[src/rtl/core/owm_pkg.sv]
// shared types, constants and helpers of the one-wire bus master
package owm_pkg;

    localparam int TIMER_BITS    = 10;
    localparam int BITS_PER_BYTE = 8;
    localparam int CFG_BITS      = 10;
    localparam int CFG_IDX_BITS  = 4;
    localparam int DATA_BITS     = 8;
    localparam int MODE_BITS     = 3;
    localparam int CNT_BITS      = 4;
    localparam int QUEUE_DEPTH   = 2;
    localparam int QPTR_BITS     = (QUEUE_DEPTH > 1) ? $clog2(QUEUE_DEPTH) : 1;
    localparam int QCNT_BITS     = $clog2(QUEUE_DEPTH + 1);
    localparam int TIMER_MAX     = (1 << TIMER_BITS) - 1;

    localparam logic [CFG_BITS-1:0] RESET_LOW_DEF      = 10'd500;
    localparam logic [CFG_BITS-1:0] PRESENCE_SAMPLE_DEF = 10'd50;
    localparam logic [CFG_BITS-1:0] RESET_TAIL_DEF     = 10'd200;
    localparam logic [CFG_BITS-1:0] WRITE_LOW_DEF      = 10'd4;
    localparam logic [CFG_BITS-1:0] WRITE_HOLD_DEF     = 10'd50;
    localparam logic [CFG_BITS-1:0] READ_LOW_DEF       = 10'd8;
    localparam logic [CFG_BITS-1:0] READ_SAMPLE_DEF    = 10'd14;
    localparam logic [CFG_BITS-1:0] READ_TAIL_DEF      = 10'd40;
    localparam logic [CFG_BITS-1:0] WRITE_RECOVERY_US  = 10'd4;
    localparam logic [CFG_BITS-1:0] READ_BYTE_TAIL_US  = 10'd5;

    typedef enum logic [CFG_IDX_BITS-1:0] {
        REG_RESET_LOW       = 4'd0,
        REG_PRESENCE_SAMPLE = 4'd1,
        REG_RESET_TAIL      = 4'd2,
        REG_WRITE_LOW       = 4'd3,
        REG_WRITE_HOLD      = 4'd4,
        REG_READ_LOW        = 4'd5,
        REG_READ_SAMPLE     = 4'd6,
        REG_READ_TAIL       = 4'd7
    } t_reg_idx;

    typedef enum logic [MODE_BITS-1:0] {
        MODE_RESET    = 3'd0,
        MODE_WR_BIT   = 3'd1,
        MODE_RD_BIT   = 3'd2,
        MODE_WR_BYTE  = 3'd3,
        MODE_RD_BYTE  = 3'd4
    } t_mode;

    typedef enum logic [10:0] {
        PH_IDLE      = 11'b000_0000_0001,
        PH_RST_LOW   = 11'b000_0000_0010,
        PH_RST_WAIT  = 11'b000_0000_0100,
        PH_RST_TAIL  = 11'b000_0000_1000,
        PH_WR_LOW    = 11'b000_0001_0000,
        PH_WR_HOLD   = 11'b000_0010_0000,
        PH_WR_REC    = 11'b000_0100_0000,
        PH_RD_LOW    = 11'b000_1000_0000,
        PH_RD_WAIT   = 11'b001_0000_0000,
        PH_RD_TAIL   = 11'b010_0000_0000,
        PH_BYTE_TAIL = 11'b100_0000_0000
    } t_phase;

    typedef struct packed {
        logic                 tick;
        logic                 cmd_valid;
        logic [MODE_BITS-1:0] mode;
        logic [DATA_BITS-1:0] cmd_byte;
        logic                 line_level;
    } t_in_item;

    typedef struct packed {
        logic                 drive_low;
        logic                 busy_res;
        logic                 done_res;
        logic [DATA_BITS-1:0] read_data;
        logic                 presence;
    } t_out_item;

    // one classified input beat as it travels through the queue
    typedef struct packed {
        logic                 tick;
        logic                 line_level;
        logic                 start;
        t_mode                mode;
        logic [DATA_BITS-1:0] cmd_byte;
    } t_beat;

    typedef struct packed {
        logic [CFG_BITS-1:0] reset_low;
        logic [CFG_BITS-1:0] presence_sample;
        logic [CFG_BITS-1:0] reset_tail;
        logic [CFG_BITS-1:0] write_low;
        logic [CFG_BITS-1:0] write_hold;
        logic [CFG_BITS-1:0] read_low;
        logic [CFG_BITS-1:0] read_sample;
        logic [CFG_BITS-1:0] read_tail;
    } t_cfg;

    // clamp a programmed duration to the timer range
    function automatic logic [TIMER_BITS-1:0] sat_dur(input logic [CFG_BITS-1:0] d);
        logic [31:0] w;
        w = 32'(d);
        if (w > 32'(TIMER_MAX)) begin
            sat_dur = '1;
        end else begin
            sat_dur = w[TIMER_BITS-1:0];
        end
    endfunction

endpackage

[src/rtl/core/owm_if.sv]
// handshake channel interfaces of the one-wire bus master

interface owm_in_if;
    logic               valid;
    logic               ready;
    owm_pkg::t_in_item  data;
    modport source (output valid, output data, input ready);
    modport sink   (input valid, input data, output ready);
endinterface

interface owm_out_if;
    logic               valid;
    logic               ready;
    owm_pkg::t_out_item data;
    modport source (output valid, output data, input ready);
    modport sink   (input valid, input data, output ready);
endinterface

interface owm_cfg_if;
    logic                              valid;
    logic                              ready;
    logic [owm_pkg::CFG_IDX_BITS-1:0]  idx;
    logic [owm_pkg::CFG_BITS-1:0]      data;
    modport source (output valid, output idx, output data, input ready);
    modport sink   (input valid, input idx, input data, output ready);
endinterface

[src/rtl/core/one_wire_bus_master.sv]
// top level of the one-wire bus master: front, beat queue and slot sequencer
//
//  channel   dir  payload                                         beat when
//  i_in      in   tick, cmd_valid, mode, cmd_byte, line_level     valid && ready
//  o_out     out  drive_low, busy_res, done_res, read_data,       valid && ready
//                 presence
//  i_cfg     in   idx (register index), data (10-bit value)       valid && ready
//
// one input beat a cycle while i_in.ready is high; its result shows on o_out once the beat
// has passed the queue and then the result register
// the queue holds two beats
// i_in.ready drops only when the queue is full behind a stalled o_out
// i_cfg.ready is always high; writes are meant for idle periods only
// synchronous active-low reset restores the default slot timings
module one_wire_bus_master (
    input  logic       i_clk,
    input  logic       i_rst_n,
    owm_in_if.sink     i_in,
    owm_out_if.source  o_out,
    owm_cfg_if.sink    i_cfg
);

    logic           push;
    logic           full;
    logic           q_valid;
    logic           pop;
    owm_pkg::t_beat front_beat;
    owm_pkg::t_beat q_beat;

    owm_front u_front (
        .in_ch  (i_in),
        .i_full (full),
        .o_push (push),
        .o_beat (front_beat)
    );

    owm_queue u_queue (
        .i_clk   (i_clk),
        .i_rst_n (i_rst_n),
        .i_push  (push),
        .i_beat  (front_beat),
        .o_full  (full),
        .o_valid (q_valid),
        .o_beat  (q_beat),
        .i_pop   (pop)
    );

    owm_back u_back (
        .i_clk   (i_clk),
        .i_rst_n (i_rst_n),
        .cfg_ch  (i_cfg),
        .i_valid (q_valid),
        .i_beat  (q_beat),
        .o_pop   (pop),
        .out_ch  (o_out)
    );

endmodule

[src/rtl/core/owm_front.sv]
// input side: takes beats and classifies the command they carry
module owm_front (
    owm_in_if.sink         in_ch,
    input  logic           i_full,
    output logic           o_push,
    output owm_pkg::t_beat o_beat
);

    logic mode_ok;

    assign in_ch.ready = !i_full;
    assign o_push      = in_ch.valid && !i_full;

    always_comb begin
        case (in_ch.data.mode)
            owm_pkg::MODE_RESET,
            owm_pkg::MODE_WR_BIT,
            owm_pkg::MODE_RD_BIT,
            owm_pkg::MODE_WR_BYTE,
            owm_pkg::MODE_RD_BYTE: mode_ok = 1'b1;
            default:               mode_ok = 1'b0;
        endcase
    end

    always_comb begin
        o_beat.tick       = in_ch.data.tick;
        o_beat.line_level = in_ch.data.line_level;
        // unknown modes are dropped here so the sequencer never sees them
        o_beat.start      = in_ch.data.cmd_valid && mode_ok;
        o_beat.mode       = owm_pkg::t_mode'(in_ch.data.mode);
        o_beat.cmd_byte   = in_ch.data.cmd_byte;
    end

endmodule

[src/rtl/core/owm_queue.sv]
// short queue of classified beats between front and sequencer
module owm_queue (
    input  logic                   i_clk,
    input  logic                   i_rst_n,
    input  logic                   i_push,
    input  owm_pkg::t_beat         i_beat,
    output logic                   o_full,
    output logic                   o_valid,
    output owm_pkg::t_beat         o_beat,
    input  logic                   i_pop
);

    owm_pkg::t_beat                   r_mem [owm_pkg::QUEUE_DEPTH];
    logic [owm_pkg::QPTR_BITS-1:0]    r_wr_ptr, n_wr_ptr;
    logic [owm_pkg::QPTR_BITS-1:0]    r_rd_ptr, n_rd_ptr;
    logic [owm_pkg::QCNT_BITS-1:0]    r_count, n_count;

    function automatic logic [owm_pkg::QPTR_BITS-1:0] wrap_inc(
        input logic [owm_pkg::QPTR_BITS-1:0] p);
        if (32'(p) == owm_pkg::QUEUE_DEPTH - 1) begin
            wrap_inc = '0;
        end else begin
            wrap_inc = p + 1'b1;
        end
    endfunction

    assign o_full  = (32'(r_count) == owm_pkg::QUEUE_DEPTH);
    assign o_valid = (r_count != '0);
    assign o_beat  = r_mem[r_rd_ptr];

    always_comb begin
        n_wr_ptr = i_push ? wrap_inc(r_wr_ptr) : r_wr_ptr;
        n_rd_ptr = i_pop  ? wrap_inc(r_rd_ptr) : r_rd_ptr;
        n_count  = r_count;
        if (i_push && !i_pop) begin
            n_count = r_count + 1'b1;
        end else if (!i_push && i_pop) begin
            n_count = r_count - 1'b1;
        end
    end

    always_ff @(posedge i_clk) begin
        if (!i_rst_n) begin
            r_wr_ptr <= '0;
            r_rd_ptr <= '0;
            r_count  <= '0;
        end else begin
            r_wr_ptr <= n_wr_ptr;
            r_rd_ptr <= n_rd_ptr;
            r_count  <= n_count;
        end
    end

    always_ff @(posedge i_clk) begin
        if (i_push) begin
            r_mem[r_wr_ptr] <= i_beat;
        end
    end

endmodule

[src/rtl/core/owm_back.sv]
// slot sequencer: timing registers, slot state machine and result register
module owm_back (
    input  logic           i_clk,
    input  logic           i_rst_n,
    owm_cfg_if.sink        cfg_ch,
    input  logic           i_valid,
    input  owm_pkg::t_beat i_beat,
    output logic           o_pop,
    owm_out_if.source      out_ch
);

    owm_pkg::t_cfg                      r_cfg;
    owm_pkg::t_phase                    r_phase, n_phase;
    logic [owm_pkg::TIMER_BITS-1:0]     r_timer, n_timer;
    owm_pkg::t_mode                     r_cmd_mode, n_cmd_mode;
    logic [owm_pkg::DATA_BITS-1:0]      r_shift, n_shift;
    logic [owm_pkg::CNT_BITS-1:0]       r_bit_cnt, n_bit_cnt;
    logic [owm_pkg::DATA_BITS-1:0]      r_read_shift, n_read_shift;
    logic                               r_presence, n_presence;
    logic                               n_done;
    logic                               n_drive;
    logic                               r_out_valid;
    owm_pkg::t_out_item                 r_out;
    logic [owm_pkg::CNT_BITS-1:0]       bit_inc;

    assign cfg_ch.ready = 1'b1;
    assign o_pop        = i_valid && (!r_out_valid || out_ch.ready);
    assign out_ch.valid = r_out_valid;
    assign out_ch.data  = r_out;
    assign bit_inc      = r_bit_cnt + 1'b1;

    always_ff @(posedge i_clk) begin
        if (!i_rst_n) begin
            r_cfg.reset_low       <= owm_pkg::RESET_LOW_DEF;
            r_cfg.presence_sample <= owm_pkg::PRESENCE_SAMPLE_DEF;
            r_cfg.reset_tail      <= owm_pkg::RESET_TAIL_DEF;
            r_cfg.write_low       <= owm_pkg::WRITE_LOW_DEF;
            r_cfg.write_hold      <= owm_pkg::WRITE_HOLD_DEF;
            r_cfg.read_low        <= owm_pkg::READ_LOW_DEF;
            r_cfg.read_sample     <= owm_pkg::READ_SAMPLE_DEF;
            r_cfg.read_tail       <= owm_pkg::READ_TAIL_DEF;
        end else if (cfg_ch.valid) begin
            case (cfg_ch.idx)
                owm_pkg::REG_RESET_LOW:       r_cfg.reset_low       <= cfg_ch.data;
                owm_pkg::REG_PRESENCE_SAMPLE: r_cfg.presence_sample <= cfg_ch.data;
                owm_pkg::REG_RESET_TAIL:      r_cfg.reset_tail      <= cfg_ch.data;
                owm_pkg::REG_WRITE_LOW:       r_cfg.write_low       <= cfg_ch.data;
                owm_pkg::REG_WRITE_HOLD:      r_cfg.write_hold      <= cfg_ch.data;
                owm_pkg::REG_READ_LOW:        r_cfg.read_low        <= cfg_ch.data;
                owm_pkg::REG_READ_SAMPLE:     r_cfg.read_sample     <= cfg_ch.data;
                owm_pkg::REG_READ_TAIL:       r_cfg.read_tail       <= cfg_ch.data;
                default: ;
            endcase
        end
    end

    always_comb begin
        n_phase      = r_phase;
        n_timer      = r_timer;
        n_cmd_mode   = r_cmd_mode;
        n_shift      = r_shift;
        n_bit_cnt    = r_bit_cnt;
        n_read_shift = r_read_shift;
        n_presence   = r_presence;
        n_done       = 1'b0;

        if (r_phase == owm_pkg::PH_IDLE) begin
            if (i_beat.start) begin
                n_cmd_mode = i_beat.mode;
                n_shift    = i_beat.cmd_byte;
                n_bit_cnt  = '0;
                case (i_beat.mode)
                    owm_pkg::MODE_RESET: begin
                        n_presence = 1'b0;
                        n_phase    = owm_pkg::PH_RST_LOW;
                        n_timer    = owm_pkg::sat_dur(r_cfg.reset_low);
                    end
                    owm_pkg::MODE_WR_BIT, owm_pkg::MODE_WR_BYTE: begin
                        n_phase = owm_pkg::PH_WR_LOW;
                        n_timer = owm_pkg::sat_dur(r_cfg.write_low);
                    end
                    default: begin
                        n_read_shift = '0;
                        n_phase      = owm_pkg::PH_RD_LOW;
                        n_timer      = owm_pkg::sat_dur(r_cfg.read_low);
                    end
                endcase
            end
        end else if (i_beat.tick) begin
            // a timer of zero expires on its first tick, same as one
            if (r_timer > owm_pkg::TIMER_BITS'(1)) begin
                n_timer = r_timer - 1'b1;
            end else begin
                case (r_phase)
                    owm_pkg::PH_RST_LOW: begin
                        n_phase = owm_pkg::PH_RST_WAIT;
                        n_timer = owm_pkg::sat_dur(r_cfg.presence_sample);
                    end
                    owm_pkg::PH_RST_WAIT: begin
                        n_presence = !i_beat.line_level;
                        n_phase    = owm_pkg::PH_RST_TAIL;
                        n_timer    = owm_pkg::sat_dur(r_cfg.reset_tail);
                    end
                    owm_pkg::PH_WR_LOW: begin
                        n_phase = owm_pkg::PH_WR_HOLD;
                        n_timer = owm_pkg::sat_dur(r_cfg.write_hold);
                    end
                    owm_pkg::PH_WR_HOLD: begin
                        n_phase = owm_pkg::PH_WR_REC;
                        n_timer = owm_pkg::sat_dur(owm_pkg::WRITE_RECOVERY_US);
                    end
                    owm_pkg::PH_WR_REC: begin
                        n_bit_cnt = bit_inc;
                        n_shift   = r_shift >> 1;
                        if (r_cmd_mode == owm_pkg::MODE_WR_BYTE
                            && 32'(bit_inc) < owm_pkg::BITS_PER_BYTE) begin
                            n_phase = owm_pkg::PH_WR_LOW;
                            n_timer = owm_pkg::sat_dur(r_cfg.write_low);
                        end else begin
                            n_phase = owm_pkg::PH_IDLE;
                            n_timer = '0;
                            n_done  = 1'b1;
                        end
                    end
                    owm_pkg::PH_RD_LOW: begin
                        n_phase = owm_pkg::PH_RD_WAIT;
                        n_timer = owm_pkg::sat_dur(r_cfg.read_sample);
                    end
                    owm_pkg::PH_RD_WAIT: begin
                        if (i_beat.line_level) begin
                            n_read_shift[r_bit_cnt[2:0]] = 1'b1;
                        end
                        n_phase = owm_pkg::PH_RD_TAIL;
                        n_timer = owm_pkg::sat_dur(r_cfg.read_tail);
                    end
                    owm_pkg::PH_RD_TAIL: begin
                        n_bit_cnt = bit_inc;
                        if (r_cmd_mode == owm_pkg::MODE_RD_BYTE) begin
                            if (32'(bit_inc) < owm_pkg::BITS_PER_BYTE) begin
                                n_phase = owm_pkg::PH_RD_LOW;
                                n_timer = owm_pkg::sat_dur(r_cfg.read_low);
                            end else begin
                                n_phase = owm_pkg::PH_BYTE_TAIL;
                                n_timer = owm_pkg::sat_dur(owm_pkg::READ_BYTE_TAIL_US);
                            end
                        end else begin
                            n_phase = owm_pkg::PH_IDLE;
                            n_timer = '0;
                            n_done  = 1'b1;
                        end
                    end
                    owm_pkg::PH_RST_TAIL, owm_pkg::PH_BYTE_TAIL: begin
                        n_phase = owm_pkg::PH_IDLE;
                        n_timer = '0;
                        n_done  = 1'b1;
                    end
                    default: begin
                        n_phase = owm_pkg::PH_IDLE;
                        n_timer = '0;
                    end
                endcase
            end
        end

        case (n_phase)
            owm_pkg::PH_RST_LOW, owm_pkg::PH_WR_LOW, owm_pkg::PH_RD_LOW: n_drive = 1'b1;
            // early release for a one
            owm_pkg::PH_WR_HOLD: n_drive = !n_shift[0];
            default:             n_drive = 1'b0;
        endcase
    end

    always_ff @(posedge i_clk) begin
        if (!i_rst_n) begin
            r_phase      <= owm_pkg::PH_IDLE;
            r_timer      <= '0;
            r_cmd_mode   <= owm_pkg::MODE_RESET;
            r_shift      <= '0;
            r_bit_cnt    <= '0;
            r_read_shift <= '0;
            r_presence   <= 1'b0;
            r_out_valid  <= 1'b0;
        end else begin
            if (o_pop) begin
                r_phase      <= n_phase;
                r_timer      <= n_timer;
                r_cmd_mode   <= n_cmd_mode;
                r_shift      <= n_shift;
                r_bit_cnt    <= n_bit_cnt;
                r_read_shift <= n_read_shift;
                r_presence   <= n_presence;
                r_out_valid  <= 1'b1;
            end else if (out_ch.ready) begin
                r_out_valid  <= 1'b0;
            end
        end
    end

    always_ff @(posedge i_clk) begin
        if (o_pop) begin
            r_out.drive_low <= n_drive;
            r_out.busy_res  <= (n_phase != owm_pkg::PH_IDLE);
            r_out.done_res  <= n_done;
            r_out.read_data <= n_read_shift;
            r_out.presence  <= n_presence;
        end
    end

endmodule

[src/flat_wrapper.sv]
// flat-port wrapper written by rule: the top's interface ports become plain ports
module one_wire_bus_master_flat 
  (i_clk, i_rst_n, i_in_valid, i_in_data, i_in_ready, o_out_valid, o_out_data, o_out_ready, i_cfg_valid, i_cfg_idx, i_cfg_data, i_cfg_ready);
  owm_in_if i_in_i ();
  owm_out_if o_out_i ();
  owm_cfg_if i_cfg_i ();
  input  logic i_clk;
  input  logic i_rst_n;
  input wire logic [$bits(i_in_i.valid)-1:0] i_in_valid;
  input wire logic [$bits(i_in_i.data)-1:0] i_in_data;
  output wire logic [$bits(i_in_i.ready)-1:0] i_in_ready;
  output wire logic [$bits(o_out_i.valid)-1:0] o_out_valid;
  output wire logic [$bits(o_out_i.data)-1:0] o_out_data;
  input wire logic [$bits(o_out_i.ready)-1:0] o_out_ready;
  input wire logic [$bits(i_cfg_i.valid)-1:0] i_cfg_valid;
  input wire logic [$bits(i_cfg_i.idx)-1:0] i_cfg_idx;
  input wire logic [$bits(i_cfg_i.data)-1:0] i_cfg_data;
  output wire logic [$bits(i_cfg_i.ready)-1:0] i_cfg_ready;
  assign i_in_i.valid = i_in_valid;
  assign i_in_i.data = i_in_data;
  assign i_in_ready = i_in_i.ready;
  assign o_out_valid = o_out_i.valid;
  assign o_out_data = o_out_i.data;
  assign o_out_i.ready = o_out_ready;
  assign i_cfg_i.valid = i_cfg_valid;
  assign i_cfg_i.idx = i_cfg_idx;
  assign i_cfg_i.data = i_cfg_data;
  assign i_cfg_ready = i_cfg_i.ready;
  one_wire_bus_master u_core (.i_clk(i_clk), .i_rst_n(i_rst_n), .i_in(i_in_i), .o_out(o_out_i), .i_cfg(i_cfg_i));
endmodule
[config.mk]
export PLATFORM = sky130hd
export DESIGN_NAME = one_wire_bus_master_flat
export DESIGN_NICKNAME = d
export VERILOG_FILES = /design/src/rtl/core/owm_pkg.sv /design/src/rtl/core/owm_if.sv /design/src/rtl/core/one_wire_bus_master.sv /design/src/rtl/core/owm_front.sv /design/src/rtl/core/owm_queue.sv /design/src/rtl/core/owm_back.sv /design/src/flat_wrapper.sv
export SDC_FILE = /design/constraint.sdc
export NUM_CORES = 1
export LEC_CHECK = 0
export BUFFER_PORTS_ARGS = -buffer_cell sky130_fd_sc_hd__clkbuf_2
export CAP_MARGIN = 40
export CORE_MARGIN = 10
export CORE_UTILIZATION = 65
export CTS_BUF_LIST = sky130_fd_sc_hd__clkbuf_4 sky130_fd_sc_hd__clkbuf_8
export CTS_CLUSTER_DIAMETER = 150
export CTS_CLUSTER_SIZE = 40
export DETAILED_ROUTE_END_ITERATION = 8
export PLACE_DENSITY = 0.84
export SLEW_MARGIN = 40
export SYNTH_ARGS = -nofsm -noshare
export SYNTH_HDL_FRONTEND = slang
export SYNTH_SLANG_ARGS = --single-unit
[constraint.sdc]
create_clock -name i_clk -period 7.1 [get_ports i_clk]
set_input_delay 1.065 -clock i_clk [delete_from_list [all_inputs] [get_ports i_clk]]
set_output_delay 1.065 -clock i_clk [all_outputs]
set_load 0.005 [all_outputs]
==> results of run 1 <==
## critical path, stage by stage, from the launching register on
cell and delay [ns]:
dfxtp_1 0.84, mux2i_1 0.34, nor4_4 0.81, nand3_1 0.42, o21a_1 0.28, xor2_1 0.18, and2_1 0.17, o311a_1 0.28
## power groups by stage
stage / Clock [mW] / Combinational (mW) / Sequential (mW)
3_5_place_dp: 0 / 1.34 / 1.29
2_1_floorplan: 0 / 1.02 / 1.24
6_report: 0.733 / 1.39 / 1.27
4_1_cts: 0.735 / 1.34 / 1.27
3_3_place_gp: 0 / 1.30 / 1.28
5_1_grt: 0.780 / 1.51 / 1.29
## final timing paths
kind	startpoint	slack [ns]	depth (start not counted)	end
min reg2reg	u_core.u_back.r_shift[7]	0.46	2	u_core.u_back.r_shift[7]
min	u_core.u_back.r_shift[7]	0.46	2	u_core.u_back.r_shift[7]
max reg2reg	register	3.54	7	u_core.u_back.out_ch.data[11]
max	register	3.54	7	u_core.u_back.out_ch.data[11]
## cell usage in the layout (no fill, tap or decap), types with 5 or more instances in the layout
cell | Yosys | layout
dfxtp_1 | 131 | 131
xnor2_1 | 9 | 9
o211a_1 | 5 | 5
a31oi_1 | 5 | 5
o21ai_0 | 24 | 24
edfxtp_1 | 40 | 40
a221oi_1 | 21 | 21
o211ai_1 | 12 | 12
a21boi_0 | 34 | 34
xor2_1 | 6 | 6
nor2b_1 | 54 | 54
a21oi_1 | 22 | 22
nand4_1 | 14 | 14
clkbuf_2 | 0 | 45
a22oi_1 | 7 | 7
nand2b_1 | 9 | 9
buf_4 | 1 | 8
nor3_1 | 15 | 14
mux2_2 | 7 | 7
mux2i_1 | 66 | 66
nor2_1 | 42 | 40
nand2_1 | 155 | 155
and2_1 | 10 | 10
nand3_1 | 36 | 36
clkbuf_8 | 0 | 18
a22o_1 | 8 | 8
nor3b_1 | 9 | 7
## cell families (layout without fill, tap and decap cells)
family                   Yosys count  in the layout
AO/OA/AOI/OAI                    165            165
XOR/XNOR                          15             15
adder cells (fa/ha/maj)            4              4
buffers and inverters             64             91
other                              1              1
AND/OR/NAND/NOR                  386            386
flip-flops                       171            171
multiplexers                      74             74
## metal layers
| metal | wire length, um | track usage, % |
|---|---|---|
| met5 | 0 | 0 |
| met4 | 450 | 9.169 |
| met3 | 1867 | 5.526 |
| met2 | 9890 | 37.01 |
| met1 | 8875 | 30.94 |
## Yosys cell counts, types with 14 or more instances
cell      instances  share of area, %
nor2b_1          54               4.1
o21ai_0          24               1.5
clkbuf_1         45               2.1
mux2i_1          66               8.1
nor2_1           42               1.9
a21boi_0         34               3.1
nand2_1         155               7.1
edfxtp_1         40                15
a221oi_1         21               2.2
a21oi_1          22               1.3
dfxtp_1         131                32
nand4_1          14               1.1
nor3_1           15              0.92
nand3_1          36               2.2
## stage by stage
| step | setup WS (ns) | hold WS [ns] | cell area [sq um] |
|---|---|---|---|
| final | 3.540 | 0.4557 | 8950 |
| after global placement | 3.750 | 0.4494 | 8459 |
| after floorplan | 4.439 | 0.4306 | 8198 |
| after detailed placement | 3.639 | 0.4498 | 8499 |
| after global routing | 3.312 | 0.4896 | 8950 |
| after CTS | 3.618 | 0.4604 | 8925 |
## flip-flops by register name (all words and copies together) (netlist names), named ones only
register,count
u_core.u_back.r_shift,8
u_core.u_queue.r_rd_ptr,1
u_core.u_back.out_ch.data,12
u_core.u_back.r_cmd_mode,3
u_core.u_back.out_ch.valid,1
u_core.u_back.r_timer,10
u_core.u_back.r_read_shift,8
u_core.u_back.r_phase,11
u_core.u_queue.r_mem,28
u_core.u_back.r_cfg,80
u_core.u_queue.r_count,2
u_core.u_back.r_bit_cnt,4
u_core.u_queue.r_wr_ptr,1
u_core.u_back.r_presence,1
## cell type report
| class | count | area, sq um | share of cell area [%] |
|---|---|---|---|
| clock buffer | 20 | 262.8 | 2.936 |
| clock inverter | 12 | 162.7 | 1.817 |
| inverter | 5 | 18.77 | 0.2097 |
| multi-input combinational | 645 | 4175 | 46.65 |
| sequential | 171 | 3824 | 42.72 |
| tap | 168 | 210.2 | 2.349 |
| timing repair buffer | 54 | 296.5 | 3.313 |
==> results.tsv, run 1 <==
stage	metric	value	unit
floorplan	chip height	132.3	um
timing	Slew headroom	43.75	%
pwr	Clock Power Share	21.6	%
synthesis	ys async rst share	0	%
pwr	VDD IR-drop max	233.1	uV
synthesis	Synth Area in Simple Gates	24.05	%
timing	fmax	280.9	MHz
synthesis	syn_area_per_cell	9.316	sq um
place	hpwl dp	14.98	mm
pwr	Power Dens Cells	378.6	nW/um^2
global_route	first-pass GRT wire length	33.82	mm
timing	setup TNS	0	ns
critical_path	Crit path arrival time	3.79	ns
clocking	clk_lat worst skew	0.47	ns
floorplan	row count	40	
pwr	Combinational Power Share	40.9	%
timing	max-slew violations	0	
critical_path	CP Capture Type	register	
routing	DRT Pass-1 Iters	8	
finish	Diodes inserted	0	
synthesis	synth unique cells	69	
place	GP Congestion	0.9667	
synthesis	main combinational cell family by area after synthesis	simple AND/OR/NAND/NOR gates	
global_route	number of global-route vias before repair	6665	
timing	Final period util	50.14	%
pwr	Tot Pwr	3.388	mW
synthesis	adder-cell area share of the yosys netlist	0.6105	%
place	Cells after DPL	1042	
synthesis	EDFF count, synth	40	
synthesis	post-synthesis xor/xnor area fraction	1.603	%
clocking	post_cts resized	0	
clocking	hold buffer count at CTS	0	
finish	Fillers	895	
pwr	Static Leak	3.285	nW
pwr	Flop pwr share	37.5	%
finish	Total Nets Final	931	
timing	worst-margin pin slew	0.8373	ns
critical_path	worst-path fanout max	20	
routing	# DRC	0	
floorplan	core area	12160	sq um
critical_path	CP Class	reg -> reg	
clocking	H-tree levels	4	
synthesis	post-synthesis sequential area ratio	46.64	%
synthesis	top_reg_cell synth	dfxtp_1	
clocking	Longest Clk Path Bufs	2	
floorplan	Initial Util	67.41	%
routing	Vias	6872	
routing	DR iter-0 viols	928	
timing	clock skew	0.01468	ns
clocking	Clock Tree Root	clkbuf_8	
finish	Final Non-Filler Cells	1075	
synthesis	Mapped Area	8198	sq um
worst_hold_path	min-delay worst type	reg -> reg	
clocking	clk slew on worst S/H paths	0.09	ns
pwr	sw frac	40.32	%
finish	Area growth, synth to finish	9.173	%
outcome	status	completed	
synthesis	multiplexer share of the synthesized area	9.295	%
timing	Setup-failing EPs final	0	
floorplan	full die area	17500	sq um
routing	wire per inst	19.61	um
global_route	All-Layer GR Usage	23.65	%
clocking	CTS tree	done	
synthesis	Synth Net Count	917	
pwr	Power Internal	2.022	mW
routing	Avg Vias per Cell	6.393	
global_route	total grt overflow	0	
run	Max-Cap Viols	0	
floorplan	Top Ports	48	
synthesis	synth warn	0	
finish	fraction of layout cells with a size suffix above 1	13.01	%
pwr	switching power	1.366	mW
finish	post-layout util	73.59	%
critical_path	crit start category	register	
floorplan	Die Wd	132.3	um
synthesis	register bit total from synthesis	171	
place	Port Buffers	46	
clocking	post-CTS setup buffer count	0	
synthesis	Gate Count Post-Synth	880	
timing	fin crit period	3.560	ns
critical_path	Req. time, crit path	7.33	ns
global_route	initial antenna violation count	0	
routing	post-route ant nets	0	
clocking	clock sink total	171	
synthesis	Compound-Gate Fraction of Synth Area	14.48	%
clocking	Inserted Clock Buffers	17	
timing	RSZ-0062 raised after global routing	false	
routing	final wirelength	21.08	mm
timing	endpoints failing hold	0	
global_route	largest net degree at the start of global routing	84	
No activity file was read; power rests on OpenSTA's default activity.
==> run 2: changes to the inputs <==
CORE_UTILIZATION = 57   (was 65)
PLACE_DENSITY = 0.78   (was 0.84)
clock period = 2.9 ns   (was 7.1 ns; I/O delays follow)
==> run 2 against run 1 <==
Global-route usage decreased by 3.2 points. Register-to-register slack got worse by 3.3 ns. Combinational power increased to 2.6 times the previous value. Sequential power increased by 140%. Die area increased by 12%. Flip-flop and latch count unchanged. Sequential share of layout area decreased by 1.6 points.
==> results.tsv, run 2 (synthesis results as in run 1) <==
stage	metric	value	unit	change
pwr	Static Leak	3.513	nW	+6.9%
clocking	Inserted Clock Buffers	17		unchanged
worst_hold_path	hold-critical path depth	1		-1
clocking	Clock Tree Root	clkbuf_8		
routing	wire per inst	17.97	um	-8.4%
timing	setup TNS	0	ns	unchanged
finish	Area growth, synth to finish	13.45	%	
finish	most frequent cells in the layout	155 x nand2_1, 131 x dfxtp_1, 66 x mux2i_1		
finish	Total Nets Final	975		+4.7%
clocking	hold buffer count at CTS	0		unchanged
critical_path	delay-heaviest family, CP	simple AND/OR/NAND/NOR gates		
critical_path	CP Capture Type	register		
routing	post-route ant nets	0		unchanged
place	hpwl dp	14.32	mm	-4.4%
place	Placed Instance Area	8838	sq um	+4.0%
finish	fraction of layout cells with a size suffix above 1	16.72	%	+3.7 points
floorplan	full die area	19580	sq um	+12%
timing	max-slew violations	0		unchanged
critical_path	CP Buf/Inv Count	0		unchanged
routing	final wirelength	20.32	mm	-3.6%
place	Port Buffers	46		unchanged
critical_path	CP Class	reg -> reg		
critical_path	Slowest-stage cell, CP	or3_1		
timing	setup ws final	0.2368	ns	-3.303 ns
finish	Most flops, register	u_core.u_back.r_cfg		
timing	worst-margin pin slew	0.7502	ns	-0.08714 ns
floorplan	Initial Util	58.60	%	-8.8 points
timing	Slew headroom	49.46	%	+5.7 points
clocking	clock sink total	171		unchanged
place	GP Congestion	0.9620		-0.49%
global_route	initial antenna violation count	0		unchanged
floorplan	Die Wd	139.9	um	+5.8%
timing	fmax	375.5	MHz	+34%
pwr	VDD IR-drop max	672.5	uV	+190%
floorplan	core area	13990	sq um	+15%
global_route	All-Layer GR Usage	20.48	%	-3.2 points
critical_path	Crit path arrival time	2.89	ns	-0.90 ns
floorplan	chip height	139.9	um	+5.8%
clocking	clk_lat worst skew	0.47	ns	about the same
clocking	Longest Clk Path Bufs	2		unchanged
critical_path	worst-path fanout max	7		-65%
outcome	status	completed		
global_route	number of global-route vias before repair	6561		-1.6%
clocking	H-tree levels	4		unchanged
finish	max FFs per register	80		unchanged
clocking	post-CTS setup buffer count	0		unchanged
finish	Fillers	1168		+31%
routing	DR iter-0 viols	572		-38%
clocking	CTS tree	done		
routing	# DRC	0		unchanged
timing	Final period util	91.84	%	+42 points
critical_path	crit start category	register		
global_route	first-pass GRT wire length	32.97	mm	-2.5%
finish	commonest non-fill, non-tap cell in the layout	nand2_1		
pwr	Power Dens Cells	928.5	nW/um^2	+150%
routing	DRT Pass-1 Iters	7		-1
floorplan	row count	43		+7.5%
finish	post-layout util	66.48	%	-7.1 points
place	Cells after DPL	1099		+5.5%
global_route	total grt overflow	0		unchanged
critical_path	CP Cell Sequence	nor4_4 > nand2b_1 > or3_1 > a22oi_2 > nand3_2 > or4_1		
floorplan	Top Ports	48		unchanged
worst_hold_path	min-delay worst type	in -> reg		
routing	Avg Vias per Cell	5.995		-6.2%
critical_path	Req. time, crit path	3.12	ns	-4.21 ns
critical_path	number of cells on the critical path	6		-1
timing	fin crit period	2.663	ns	-0.8968 ns
clocking	post_cts resized	0		unchanged
run	Max-Cap Viols	0		unchanged
global_route	largest net degree at the start of global routing	80		-4.8%
timing	Setup-failing EPs final	0		unchanged
clocking	clk slew on worst S/H paths	0.09	ns	about the same
timing	RSZ-0062 raised after global routing	false		
routing	Vias	6780		-1.3%
finish	Final Non-Filler Cells	1131		+5.2%
critical_path	CP max stage delay	0.51	ns	-0.33 ns
critical_path	Register-to-Register Path Depth	6		-1
place	pre-CTS setup slack	0.2103	ns	-3.429 ns
timing	clock skew	0.01541	ns	+0.0007371 ns
timing	endpoints failing hold	0		unchanged
finish	fin area	9300	sq um	+3.9%
finish	Diodes inserted	0		unchanged
-- run 2: cell types whose count changed in the layout (fill, tap and decap cells not counted), sizes merged --
cell / delta
buf: +44
bufinv: +1
clkinv: -1
-- run 2: per-stage QoR --
step	total power, mW	hold slack (ns)
floorplan	5.532	0.4306
global placement	6.652	0.4377
detailed placement	6.711	0.4438
CTS	8.595	0.1334
global route	9.164	0.1249
finish	8.636	0.1485
-- run 2: metal layers --
metal	wire length, um	vias to the layer above	GRT usage, %
met5	0	-	0
met4	359	0	7.228
met3	1298	37	4.226
met2	9434	231	32.62
met1	9231	3244	26.93
li1	-	3268	-
-- run 2: cell type report --
type,count,area (sq um),area share [%]
sequential,171,3824,41.11
tap,180,225.2,2.422
clock buffer,20,269.0,2.893
timing repair buffer,98,635.6,6.834
inverter,5,18.77,0.2018
multi-input combinational,645,4144,44.56
clock inverter,12,183.9,1.978
-- run 2: power by group --
part           internal [mW]  leakage, nW  switching, mW
Clock                   1.01        0.226          0.890
Sequential              2.80         1.44          0.294
Combinational           1.49         1.85           2.15
-- run 2: path summary, 6_finish.rpt --
path	start	endpoint	slack (ns)
worst min register to register	u_core.u_back.r_shift[7]	u_core.u_back.r_shift[7]	0.46
worst max register to register	u_core.u_back.r_timer[4]	u_core.u_back.out_ch.data[10]	0.24
worst max-delay path	u_core.u_back.r_timer[4]	u_core.u_back.out_ch.data[10]	0.24
worst min-delay path	i_in_data[8]	u_core.u_queue.r_mem[0][7]	0.15
-- run 2: worst register-to-register path, delay by kind of cell (launching register included) --
family,cells,cell delay [ns]
AOI/OAI and AO/OA,1,0.34
DFF,1,0.39
and+or+nand+nor,5,1.69
==> run 3: changes to the inputs <==
CELL_PAD_IN_SITES_DETAIL_PLACEMENT = 1   (was unset)
CELL_PAD_IN_SITES_GLOBAL_PLACEMENT = 1   (was unset)
CORE_UTILIZATION = 44   (was 57)
PLACE_DENSITY = unset   (was 0.78)
PLACE_DENSITY_LB_ADDON = 0.1   (was unset)
==> run 3 against run 2 <==
Sequential power hardly changed. First-iteration DRC count is 23% lower. Final cell count is 4.6% higher. Power is 0.93% higher. Via count is 1.1% higher. Non-clock buffer count is 3 higher. Critical endpoint unchanged. Flip-flop and latch count stayed put. Setup slack worse by 0.080 ns. Maximum frequency is 2.9% lower. Highest routed layer unchanged.
==> results.tsv, run 3 (synthesis results as in run 1) <==
stage	metric	value	unit	change
timing	worst-margin pin slew	0.7558	ns	+0.005568 ns
timing	RSZ-0062 raised after global routing	false		
critical_path	reg2reg start	u_core.u_back.r_timer[0]		
routing	final wirelength	25.41	mm	+25%
worst_hold_path	hold-critical path depth	1		unchanged
floorplan	Top Ports	48		unchanged
critical_path	Crit path arrival time	2.98	ns	+0.09 ns
pwr	Power Dens Cells	931.9	nW/um^2	+0.36%
finish	fraction of layout cells with a size suffix above 1	17.09	%	+0.37 points
clocking	clk slew on worst S/H paths	0.11	ns	+0.02 ns
place	Port Buffers	46		unchanged
pwr	Power Internal	4.972	mW	-6.2%
global_route	met2 Usage GRT	35.73	%	+3.1 points
timing	fmax	364.6	MHz	-2.9%
timing	Final period util	94.58	%	+2.7 points
place	hpwl dp	18.40	mm	+28%
global_route	All-Layer GR Usage	21.20	%	+0.72 points
pwr	Combinational Power Share	45.0	%	+2.8 points
finish	post-layout util	51.54	%	-15 points
floorplan	chip height	156.5	um	+12%
global_route	met3 Use GR	3.783	%	-0.44 points
critical_path	Req. time, crit path	3.13	ns	about the same
finish	Fillers	2083		+78%
routing	Vias	6856		+1.1%
pwr	Clock Power Share	19.8	%	-2.2 points
outcome	status	completed		
finish	Total Nets Final	978		+0.31%
clocking	CTS tree	done		
floorplan	Initial Util	45.17	%	-13 points
timing	setup TNS	0	ns	unchanged
critical_path	Reg2Reg Capture Point	u_core.u_back.out_ch.data[10]		
global_route	met1 usage	27.58	%	+0.65 points
clocking	Inserted Clock Buffers	17		unchanged
pwr	sw frac	42.95	%	+4.3 points
floorplan	Die Wd	156.5	um	+12%
routing	post-route ant nets	0		unchanged
global_route	total grt overflow	0		unchanged
clocking	H-tree levels	4		unchanged
finish	commonest non-fill, non-tap cell in the layout	nand2_1		
critical_path	worst-path fanout max	6		-1
routing	# DRC	0		unchanged
clocking	clock sink total	171		unchanged
critical_path	Register-to-Register Path Depth	8		+2
place	GP Congestion	0.9362		-2.7%
run	Max-Cap Viols	0		unchanged
critical_path	r2r setup slk	0.16	ns	-0.08 ns
critical_path	CP Class	reg -> reg		
finish	Diodes inserted	0		unchanged
critical_path	crit start category	register		
critical_path	CP Capture Type	register		
pwr	VDD IR-drop max	482.3	uV	-28%
timing	endpoints failing hold	0		unchanged
finish	Most flops, register	u_core.u_back.r_cfg		
pwr	switching power	3.743	mW	+12%
clocking	post-CTS setup buffer count	0		unchanged
clocking	Clock Tree Root	clkbuf_8		
pwr	Static Leak	3.517	nW	+0.10%
floorplan	row count	49		+14%
finish	most frequent cells in the layout	155 x nand2_1, 131 x dfxtp_1, 66 x mux2i_1		
finish	Area growth, synth to finish	14.09	%	
timing	max-slew violations	0		unchanged
global_route	initial antenna violation count	0		unchanged
timing	Setup-failing EPs final	0		unchanged
clocking	Longest Clk Path Bufs	2		unchanged
global_route	largest net degree at the start of global routing	74		-7.5%
worst_hold_path	min-delay worst type	in -> reg		
routing	DR iter-0 viols	440		-23%
routing	DRT Pass-1 Iters	5		-2
finish	max FFs per register	80		unchanged
global_route	number of global-route vias before repair	7281		+11%
timing	fin crit period	2.743	ns	+0.07968 ns
timing	Slew headroom	49.62	%	+0.16 points
clocking	clk_lat worst skew	0.48	ns	about the same
timing	clock skew	0.01978	ns	+0.004369 ns
worst_hold_path	worst hold path startpoint	i_in_data[1]		
floorplan	core area	18150	sq um	+30%
global_route	first-pass GRT wire length	40.71	mm	+23%
worst_hold_path	WHS Endpoint	u_core.u_queue.r_mem[1][0]		
pwr	Flop pwr share	35.2	%	-0.6 points
routing	Avg Vias per Cell	5.795		-3.3%
global_route	global routing's busiest layer	met2		
floorplan	full die area	24490	sq um	+25%
routing	wire per inst	21.48	um	+20%
## run 3: cell types whose count changed in the layout (fill, tap and decap cells not counted), sizes merged
cell	previous run	this run
inv	10	12
clkinv	1	7
clkbuf	65	63
buf	53	56
bufinv	4	0
clkinvlp	2	0
## run 3: how the worst max path moves through the flow
stage	from	to	slack [ns]	cells after the start
global route	u_core.u_back.r_phase[6]	u_core.u_back.r_bit_cnt[0]	0.02	8
CTS	u_core.u_back.r_phase[9]	u_core.u_back.out_ch.data[11]	0.10	7
global placement	u_core.u_back.r_phase[9]	u_core.u_back.out_ch.data[11]	0.17	7
finish	u_core.u_back.r_timer[0]	u_core.u_back.out_ch.data[10]	0.16	8
floorplan	u_core.u_back.r_timer[0]	u_core.u_back.out_ch.data[10]	0.24	8
detailed placement	u_core.u_back.r_timer[4]	u_core.u_back.out_ch.data[10]	0.06	6
## run 3: per-stage QoR
step / hold WS [ns] / power [mW] / std cells / setup WS, ns / instance area, sq um
after floorplan: 0.4306 / 5.532 / 880 / 0.2392 / 8198
after global placement: 0.4445 / 6.806 / 1151 / 0.1685 / 8916
after detailed placement: 0.4589 / 6.930 / 1151 / 0.06378 / 8916
after CTS: 0.1077 / 8.720 / 1183 / 0.1019 / 9343
after global routing: 0.1042 / 9.280 / 1183 / 0.02477 / 9353
final: 0.1379 / 8.716 / 1183 / 0.1571 / 9353
## run 3: power groups by stage
stage	Combinational [mW]	Clock [mW]	Sequential, mW
floorplan	2.50	0	3.04
detailed placement	3.83	0	3.10
global placement	3.73	0	3.08
CTS	3.88	1.77	3.07
finish	3.92	1.72	3.07
global route	4.28	1.88	3.13
## run 3: area by class of cell
type / instances / area (sq um) / area share, %
Timing Repair Buffer: 101 / 658.1 / 7.037
Tap cell: 229 / 286.5 / 3.064
Inverter: 5 / 18.77 / 0.2007
Clock buffer: 18 / 247.7 / 2.649
Multi-Input combinational cell: 645 / 4148 / 44.35
Sequential cell: 171 / 3824 / 40.88
Clock inverter: 14 / 170.2 / 1.819
## run 3: worst max-delay path: stages (launching register included)
cell	delay (ns)
dfxtp_1	0.35
inv_1	0.11
ha_1	0.19
nor2_1	0.08
or3_1	0.43
or3_1	0.42
a22oi_2	0.32
nand3_2	0.11
or4_1	0.50
## run 3: repair_timing
item / CTS / global route
resized for setup: 1 / 2
setup endpoints to repair: 1 / 3
hold buffers: 0 / 0
## run 3: metal layers
metal	part of all wire, %	routed length (um)
met3	4.2	1073
met2	49	12450
met5	0	0
met1	46	11580
met4	1.2	306
